[config.mk]
export PLATFORM = sky130hd
export DESIGN_NAME = ard_cell
export DESIGN_NICKNAME = d
export VERILOG_FILES = /design/src/design/ard_pkg.sv /design/src/design/ard_cell.sv
export SDC_FILE = /design/constraint.sdc
export NUM_CORES = 1
export LEC_CHECK = 0
export BUFFER_PORTS_ARGS = -buffer_cell sky130_fd_sc_hd__buf_4
export CAP_MARGIN = 10
export CELL_PAD_IN_SITES_DETAIL_PLACEMENT = 0
export CELL_PAD_IN_SITES_GLOBAL_PLACEMENT = 1
export CORE_MARGIN = 10
export CORE_UTILIZATION = 29
export CTS_CLUSTER_SIZE = 12
export DETAILED_ROUTE_END_ITERATION = 6
export MAX_ROUTING_LAYER = met4
export PLACE_DENSITY_LB_ADDON = 0.1
export SLEW_MARGIN = 5
export SYNTH_ARGS = -nofsm -noshare
export SYNTH_HDL_FRONTEND = slang
export SYNTH_SLANG_ARGS = --single-unit
[constraint.sdc]
create_clock -name clk -period 12.3 [get_ports clk]
set_input_delay 3.69 -clock clk [delete_from_list [all_inputs] [get_ports clk]]
set_output_delay 3.69 -clock clk [all_outputs]
set_load 0.03 [all_outputs]
[src/design/ard_pkg.sv]
// ----------------------------------------------------------------------------
// ard_pkg: shared types and constants of the axis rotation displacement block
// Fixed point formats, CORDIC constants and the arctangent table.
// ----------------------------------------------------------------------------
package ard_pkg;

  localparam int CORDIC_STEPS_DEF = 16;
  localparam int COORD_BITS_DEF   = 32;

  // configuration port
  localparam int CFG_IDX_W  = 3;
  localparam int CFG_DATA_W = 16;
  localparam logic [CFG_IDX_W-1:0] REG_AXIS_X = 3'd0;
  localparam logic [CFG_IDX_W-1:0] REG_AXIS_Y = 3'd1;
  localparam logic [CFG_IDX_W-1:0] REG_AXIS_Z = 3'd2;
  localparam logic [CFG_IDX_W-1:0] REG_ANGLE  = 3'd3;

  localparam int LOAD_W = 17;
  localparam int ANG_W  = 34;    // cordic datapath width, Q.30

  localparam logic [31:0] PI_Q30          = 32'd3373259426;
  localparam logic [31:0] CORDIC_GAIN_Q30 = 32'd652032874;

  // cordic state handed from cell to cell
  typedef struct packed {
    logic              vld;
    logic              flip;
    logic signed [ANG_W-1:0] cs;
    logic signed [ANG_W-1:0] sn;
    logic signed [ANG_W-1:0] z;
  } cord_t;

  // atan(2^-i) in Q.30, rounded to nearest
  function automatic logic [31:0] atan_q30(input int i);
    logic [31:0] v;
    case (i)
      0:  v = 32'd843314857;
      1:  v = 32'd497837829;
      2:  v = 32'd263043837;
      3:  v = 32'd133525159;
      4:  v = 32'd67021687;
      5:  v = 32'd33543516;
      6:  v = 32'd16775851;
      7:  v = 32'd8388437;
      8:  v = 32'd4194283;
      9:  v = 32'd2097149;
      10: v = 32'd1048576;
      11: v = 32'd524288;
      12: v = 32'd262144;
      13: v = 32'd131072;
      14: v = 32'd65536;
      15: v = 32'd32768;
      16: v = 32'd16384;
      17: v = 32'd8192;
      18: v = 32'd4096;
      19: v = 32'd2048;
      20: v = 32'd1024;
      21: v = 32'd512;
      22: v = 32'd256;
      23: v = 32'd128;
      24: v = 32'd64;
      25: v = 32'd32;
      26: v = 32'd16;
      27: v = 32'd8;
      28: v = 32'd4;
      29: v = 32'd2;
      default: v = 32'd1;
    endcase
    return v;
  endfunction

endpackage

[src/design/ard_cell.sv]
// ----------------------------------------------------------------------------
// ard_cell: one CORDIC rotation cell
// Rotates (cos, sin) by +-atan(2^-STEP) and passes the point along.
// ----------------------------------------------------------------------------
module ard_cell import ard_pkg::*; #(
  parameter int STEP       = 0,
  parameter int COORD_BITS = COORD_BITS_DEF
) (
  input  logic                      clk,
  input  logic                      rst_n,
  input  logic                      en,
  input  cord_t                     cord_in,
  input  logic [3*COORD_BITS-1:0]   pt_in,
  output cord_t                     cord_out,
  output logic [3*COORD_BITS-1:0]   pt_out
);

  localparam logic signed [ANG_W-1:0] ATAN = ANG_W'(atan_q30(STEP));

  cord_t                    cord_r, cord_nxt;
  logic [3*COORD_BITS-1:0]  pt_r;
  logic signed [ANG_W-1:0]  xs, ys;

  // micro rotation toward z = 0
  always_comb begin
    xs       = cord_in.cs >>> STEP;
    ys       = cord_in.sn >>> STEP;
    cord_nxt = cord_in;
    if (!cord_in.z[ANG_W-1]) begin
      cord_nxt.cs = cord_in.cs - ys;
      cord_nxt.sn = cord_in.sn + xs;
      cord_nxt.z  = cord_in.z - ATAN;
    end else begin
      cord_nxt.cs = cord_in.cs + ys;
      cord_nxt.sn = cord_in.sn - xs;
      cord_nxt.z  = cord_in.z + ATAN;
    end
  end

  // stage register
  always_ff @(posedge clk) begin
    if (!rst_n) begin
      cord_r.vld <= 1'b0;
    end else if (en) begin
      cord_r.vld <= cord_nxt.vld;
    end
    if (en) begin
      cord_r.flip <= cord_nxt.flip;
      cord_r.cs   <= cord_nxt.cs;
      cord_r.sn   <= cord_nxt.sn;
      cord_r.z    <= cord_nxt.z;
      pt_r        <= pt_in;
    end
  end

  assign cord_out = cord_r;
  assign pt_out   = pt_r;

endmodule

# Word-level counts from Yosys, hierarchy flattened

Cells that the tools add are included.

Output and inout bits: 200
Flip-flop bits (word level): 200

Mux-type cells: 1
Add/sub/neg operators: 5

Operator list:

| cell                                                 | count |
|---|---|
| two-way mux 102 bit                                  | 1 |
| subtractor 34 bit                                    | 2 |
| adder 34 x 31 -> 34 bit (second input constant)      | 1 |
| adder 34 bit                                         | 1 |
| subtractor 34 x 31 -> 34 bit (second input constant) | 1 |

# Longest topological paths before layout

Gate-level depths: netlist of the first run.

Word-level depth: 2
Gate-level depth with buffers: 14
Mapped depth without buffers: 12

# Worst setup path before layout of the first run

No wires, ideal clock.

Kind: input port to flip-flop
Start: input cord_in[33] in the netlist's numbering
End: register cord_r (netlist bit cord_out[26]) (data pin)
Slack: 4.911 ns
Data arrival time: 7.129 ns
Stages: 14
Buffers on the path: 3
Path through: clkbuf_1 -> inv_1 -> clkbuf_1 -> clkbuf_1 -> ha_1 -> and3_1 -> a221o_1 -> a21oi_2 -> a21oi_1 -> o21ai_1 -> o21ai_1 -> a221o_1 -> a211o_1 -> xor2_1

RTL lines:

| what        | RTL line       | text |
|---|---|---|
| from (decl) | ard_cell.sv:12 | `input cord_t cord_in,` |
| to (decl)   | ard_cell.sv:20 | `cord_t cord_r, cord_nxt;` |

==> metrics, run 1 <==
status completed; Ports 403; Final Setup Violations 0; Num CTS Buffers 17; Max FO, Critical Path 59; Reg clk slew, reported paths 80 ps; hold path endpoint cord_out[103]; Syn. warnings 0; largest cells by area after synthesis edfxtp_1 (45%), ha_1 (12%), a21oi_1 (5.2%); H-tree depth 4; via/cell ratio 4.96; final hold vios 0; Core Box Area 45400 µm²; largest net degree at the start of global routing 89; Register-to-Register Setup Slack 11690 ps; Avg Cell Area, Syn 10.2 µm²; router iterations before antenna repair 5; Int Pwr 1.42 mW; Slew headroom 43.4%; hold path cells 2; Post-Syn Area 13300 µm²; unrepaired setup endpoints after global routing no; first-pass GRT wire length 75600 µm; Total GRT Usage 19.2%; share of cells above drive strength 1 27.0%; placed standard-cell area 16900 µm²; Util after Layout 38.6%; area of the multi-input gates 6700 µm²; worst setup margin 5060 ps; Syn Nets 1637; Crit Path Category in -> reg; max-cap violations 0; Min-Delay Startpoint cord_out[103]; switching power share of the total 37.3%; critical path's top delay family compound AO/OA/AOI/OAI gates; Starting Density 29.3%; crit path cell chain buf_4 -> buf_4 -> ha_1 -> and3_1 -> a221o_1 -> a21oi_2 -> a21oi_1 -> o21ai_1 -> o21ai_1 -> a221o_1 -> a211o_1 -> xor2_1; number of buffers on the longest clock path 2; Vert. Die Dim 234 µm; top cell type's share of synthesized area 44.7%; Min Clock Period, post-route 7240 ps; Post-Route WL 52800 µm; Slew Viols, Final 0; Peak VDD IR 0.0954 mV; Final #Nets 2018; Site Rows 78; worst slack, placed 4590 ps; fmax 138 MHz; DRT iter0 DRCs 776; RR Endpoint cord_out[103]; Slowest cell on crit path buf_4; switching power 847 µW; critical path arrival 7480 ps; CTS tree built; count leader, synth edfxtp_1; grt ovf 0; LEAKAGE 7.63 nW; Root Buffer clkbuf_16; Hold WC Path Type reg -> reg; number of synthesized flops with an enable pin 198; Worst-Skew Late Latency 480 ps; Seq pwr share 38.7%; Seq. cell area 5970 µm²; number of global-route vias before repair 11418; DRC viols 0; PwrDens 129 nW/µm²; initial antenna violation count 7; worst hold margin 549 ps; post-route cell area 17500 µm²; setup TNS 0 ps; CP peak stage delay 630 ps; Synth async-reset ratio 0%; post-synthesis cell type count 77; ANT nets after route 0; DP Wirelength 43200 µm; Post-CTS Setup Inserts 0; Worst Path Buf+Inv 2; Final GP Congestion 0.868; vias 11405; Num Clock Sinks 199; Tcrit/Tclk final 58.8%; CTS resizes 0; Die Wd 234 µm; Die ar. 54800 µm²; combinational power share 35.5%; Main synth FF type edfxtp_1; Routed wire per std cell 23.0 µm; Clock Skews 0 ps; hold buffers post-CTS 0; Critical Path Start Type input pin; dpl cells 2261; area leader, netlist edfxtp_1; Slew @ Worst Pin 849 ps; register area share after synthesis 44.9%; # port buffers 402; depth of the worst register-to-register path 2; CP Data Required Time 12540 ps; clock share of power 25.7%; Finished Layout Cells 2300; CP endpoint kind flip-flop; total power 2.27 mW; number of synthesized register bits 199; Syn Inst Count 1299; Filler Cell Count 4609; commonest cells in the netlist edfxtp_1 (198), a21oi_1 (138), ha_1 (131); worst reg2reg startpoint cord_out[103]; area delta synth->final 32.0%
==> cell type report <==
type / count / area share, %
diodes: 7 / 0.0999
clock buffers: 17 / 2.43
clock inverters: 15 / 1.01
inverters: 116 / 2.48
multi-input cells: 938 / 38.2
flip-flops and latches: 199 / 34.0
well taps: 600 / 4.28
repair buffers: 408 / 17.5
==> registers in the layout, indices dropped and copies added, names as in the netlist <==
register  count
cord_out    103
pt_out       96
==> cells by family after synthesis <==
kind of cell | after synthesis | synth area share [%]
AO/OA/AOI/OAI | 403 | 19.7
AND/OR/NAND/NOR | 294 | 10.7
flip-flops | 199 | 44.9
buffers and inverters | 162 | 4.71
adder cells (fa/ha/maj) | 135 | 12.9
XOR/XNOR | 90 | 5.93
multiplexers | 16 | 1.21
==> layout by cell type (no fill, tap or decap), types with 13 or more instances in the layout <==
master     synthesis  final
clkbuf_16          0     17
mux2i_1           16     16
o21ai_0           78     78
a21oi_1          138    138
nor2b_1           14     14
xor2_1            15     15
buf_4              2    407
nor3_1            25     25
o21bai_1          21     21
edfxtp_1         198    198
inv_1            111    110
a21o_1            32     32
nand2_1           67     67
o21a_1            13     13
nor2_1            95     95
nand3_1           21     21
xnor2_1           75     75
ha_1             131    131
==> routing by layer <==
metal / global-route usage [%] / share of wire, % / vias up
li1: - / - / 5540
met2: 31.3 / 48 / 397
met5: - / 0 / -
met3: 6.48 / 8.9 / 44
met1: 22.0 / 41 / 5424
met4: 5.62 / 1.9 / 0
==> worst max-delay path by stage <==
stage,from,end,slack (ps),depth (start not counted)
global route,cord_in[33],cord_out[26],4930,12
CTS,cord_in[33],cord_out[26],5140,12
detailed placement,cord_in[33],cord_out[26],4590,12
finish,cord_in[33],cord_out[26],5060,12
global placement,cord_in[33],cord_out[26],4670,12
floorplan,cord_in[33],cord_out[26],4910,14
==> worst min-delay path, cell delays in order, from the launching register on <==
cell     delay (ps)
dfxtp_1         320
mux2i_1         130
nor2b_1          60
==> power groups by stage <==
| stage | registers, mW | clock network [mW] | logic [mW] |
|---|---|---|---|
| finish | 0.879 | 0.584 | 0.807 |
| detailed placement | 0.896 | 0 | 0.813 |
| global placement | 0.894 | 0 | 0.815 |
| CTS | 0.881 | 0.609 | 0.816 |
| floorplan | 1.06 | 0 | 0.306 |
| global route | 0.888 | 0.635 | 0.870 |
No activity file was read; power rests on OpenSTA's default activity.
==> run 2, diff against run 1 <==
Settings changed: ABC_AREA set to 1.
Clock period 12.3 ns to 6.46 ns, I/O delays scaled along.
==> run 2 against run 1 <==
Flip-flop and latch count unchanged. Die area up 15%. Sequential share of layout area shrank 3.6 points. Highest routed layer unchanged.
==> metrics, run 2 <==
status completed (unchanged); initial antenna violation count 0 (was 7); Critical Path Start Type input pin (unchanged); Starting Density 29.3% (about the same); Post-CTS Setup Inserts 0 (unchanged); area leader, netlist edfxtp_1 (unchanged); GRT met3 Usage 3.44% (was 6.48%); Die ar. 62800 µm² (was 54800 µm²); number of buffers on the longest clock path 2 (unchanged); placed standard-cell area 19000 µm² (was 16900 µm²); most common cell after layout, fill and taps aside nand2_1 (was buf_4); Core Box Area 52600 µm² (was 45400 µm²); Ports 403 (unchanged); number of global-route vias before repair 15109 (was 11418); Slew @ Worst Pin 896 ps (was 849 ps); clock share of power 25.9% (was 25.7%); CTS resizes 0 (unchanged); via/cell ratio 4.75 (was 4.96); Peak VDD IR 0.217 mV (was 0.0954 mV); Max FO, Critical Path 64 (was 59); Routed wire per std cell 20.7 µm (was 23.0 µm); max-cap violations 0 (unchanged); # port buffers 402 (unchanged); combinational power share 37.0% (was 35.5%); Root Buffer clkbuf_16 (unchanged); crit path cell chain buf_4 -> buf_4 -> ha_1 -> a21oi_1 -> o21ai_0 -> a21oi_1 -> o21ai_1 -> nand3_1 -> nand2_1 -> nand2_1 -> nand2_1 (was buf_4 -> buf_4 -> ha_1 -> and3_1 -> a221o_1 -> a21oi_2 -> a21oi_1 -> o21ai_1 -> o21ai_1 -> a221o_1 -> a211o_1 -> xor2_1); critical path's top delay family buffers and inverters (was compound AO/OA/AOI/OAI gates); # diodes 0 (was 7); Vert. Die Dim 251 µm (was 234 µm); Die Wd 251 µm (was 234 µm); hold buffers post-CTS 0 (unchanged); Final Setup Violations 0 (unchanged); CP peak stage delay 670 ps (was 630 ps); Crit Path Category in -> reg (unchanged); DRC viols 0 (unchanged); DP Wirelength 54000 µm (was 43200 µm); Worst-Skew Late Latency 490 ps (was 480 ps); post-synthesis cell type count 45 (was 77); Final #Nets 2725 (was 2018); top cell type's share of synthesized area 38.6% (was 44.7%); final hold vios 0 (unchanged); share of cells above drive strength 1 20.9% (was 27.0%); GR Util met1 24.7% (was 22.0%); Post-Route WL 64000 µm (was 52800 µm); Post-Syn Area 15400 µm² (was 13300 µm²); Site Rows 84 (was 78); first-pass GRT wire length 94200 µm (was 75600 µm); GR peak layer met2 (unchanged); switching power 1.79 mW (was 847 µW); switching power share of the total 40.0% (was 37.3%); grt ovf 0 (unchanged); fmax 251 MHz; most frequent cells in the layout nand2_1 (547), buf_4 (406), inv_1 (276) (was buf_4 (407), edfxtp_1 (198), a21oi_1 (138)); Filler Cell Count 5629 (was 4609); post-route cell area 19600 µm² (was 17500 µm²); count leader, synth nand2_1 (was edfxtp_1); DRT iter0 DRCs 833 (was 776); LEAKAGE 9.42 nW (was 7.63 nW); Final GP Congestion 0.916 (was 0.868); unrepaired setup endpoints after global routing no (unchanged); Slowest cell on crit path buf_4 (unchanged); Int Pwr 2.68 mW (was 1.42 mW); Num CTS Buffers 17 (unchanged); register area share after synthesis 38.7% (was 44.9%); met2 Resource Use GR 35.0% (was 31.3%); number of synthesized flops with an enable pin 198 (unchanged); Main synth FF type edfxtp_1 (unchanged); largest cells by area after synthesis edfxtp_1 (39%), nand2_1 (13%), ha_1 (11%) (was edfxtp_1 (45%), ha_1 (12%), a21oi_1 (5.2%)); setup TNS 0 ps (unchanged); H-tree depth 4 (unchanged); number of synthesized register bits 199 (unchanged); Min Clock Period, post-route 3990 ps; largest net degree at the start of global routing 91 (was 89); Seq pwr share 37.0% (was 38.7%); Largest register FFs 103 (unchanged); CTS tree built (unchanged); Synth async-reset ratio 0% (unchanged); cell mode on critical path nand2_1; Syn Inst Count 2006 (was 1299); ANT nets after route 0 (unchanged); total power 4.46 mW (was 2.27 mW); Reg clk slew, reported paths 80 ps (about the same); area delta synth->final 27.3% (was 32.0%); CP endpoint kind flip-flop (unchanged); commonest cells in the netlist nand2_1 (547), inv_1 (277), edfxtp_1 (198) (was edfxtp_1 (198), a21oi_1 (138), ha_1 (131)); vias 14676 (was 11405); Worst Path Buf+Inv 2 (unchanged); Syn. warnings 0 (unchanged); Avg Cell Area, Syn 7.68 µm² (was 10.2 µm²); Total GRT Usage 20.4% (was 19.2%); Slew Viols, Final 0 (unchanged); Hold WC Path Type reg -> reg (unchanged); Tcrit/Tclk final 61.8%; critical path arrival 4250 ps (was 7480 ps); Slew headroom 40.3% (was 43.4%); Num Clock Sinks 199 (unchanged); Clock Skews 0 ps (unchanged); PwrDens 227 nW/µm² (was 129 nW/µm²); router iterations before antenna repair 7 (was 5); CP Data Required Time 6720 ps (was 12540 ps); Syn Nets 2344 (was 1637)
[run 2: cell count changes in the layout (fill, tap and decap cells not counted), sizes merged, moves of 27 or more]
cell / delta
nor2: +74
nand3: +159
xor2: +27
nand2: +491
xnor2: -68
o21ai: +34
inv: +176
[run 2: logic make-up after synthesis]
logic type      after synthesis  share of synthesized area (%)
xor+xnor                     49                           2.78
simple gates                969                           26.8
mux                           1                         0.0649
compound gates              322                           11.4
fa+ha+maj                   135                           11.2
flops                       199                           38.7
buf+inv                     331                           9.07
[run 2: final timing paths]
kind | start | to | slack [ps] | cells past startpoint
worst min-delay path | cord_out[103] | cord_out[103] | 560 | 2
worst min register to register | cord_out[103] | cord_out[103] | 560 | 2
worst max register to register | cord_out[103] | cord_out[103] | 5790 | 2
worst max-delay path | cord_in[33] | cord_out[32] | 2470 | 11
[run 2: per-layer routing]
| metal | share of wire [%] | up-vias |
|---|---|---|
| li1 | - | 7393 |
| met1 | 44 | 6877 |
| met2 | 50 | 366 |
| met3 | 3.8 | 40 |
| met4 | 1.6 | 0 |
| met5 | 0 | - |
[run 2: cell type report]
cell class	count	area [µm²]	share of cell area, %
clock buffers	17	425	2.17
clock inverters	15	190	0.969
inverters	286	1070	5.47
multi-input cells	1476	8050	41.0
flip-flops and latches	199	5970	30.4
well taps	688	861	4.39
repair buffers	407	3060	15.6
[run 2: power by group through the flow]
stage / sequential [mW] / combinational (mW) / clock (mW)
after floorplan: 1.97 / 0.692 / 0
after global placement: 1.68 / 1.66 / 0
after detailed placement: 1.68 / 1.66 / 0
after CTS: 1.66 / 1.67 / 1.21
after global routing: 1.67 / 1.80 / 1.25
final: 1.65 / 1.65 / 1.16
[run 2: per-stage QoR]
stage / setup WS (ps) / util [%] / std cells / hold slack [ps]
detailed placement: 1900 / 36.2 / 3056 / 539
floorplan: 2480 / - / 2006 / 655
global placement: 1970 / 36.2 / 3056 / 534
CTS: 2450 / 37.3 / 3088 / 560
finish: 2470 / 37.3 / 3088 / 558
global route: 2300 / 37.3 / 3088 / 600
[run 2: worst register-to-register path, stage by stage (launching register included)]
cell and delay (ps):
dfxtp_1 310, o21ai_0 170, a21oi_1 60
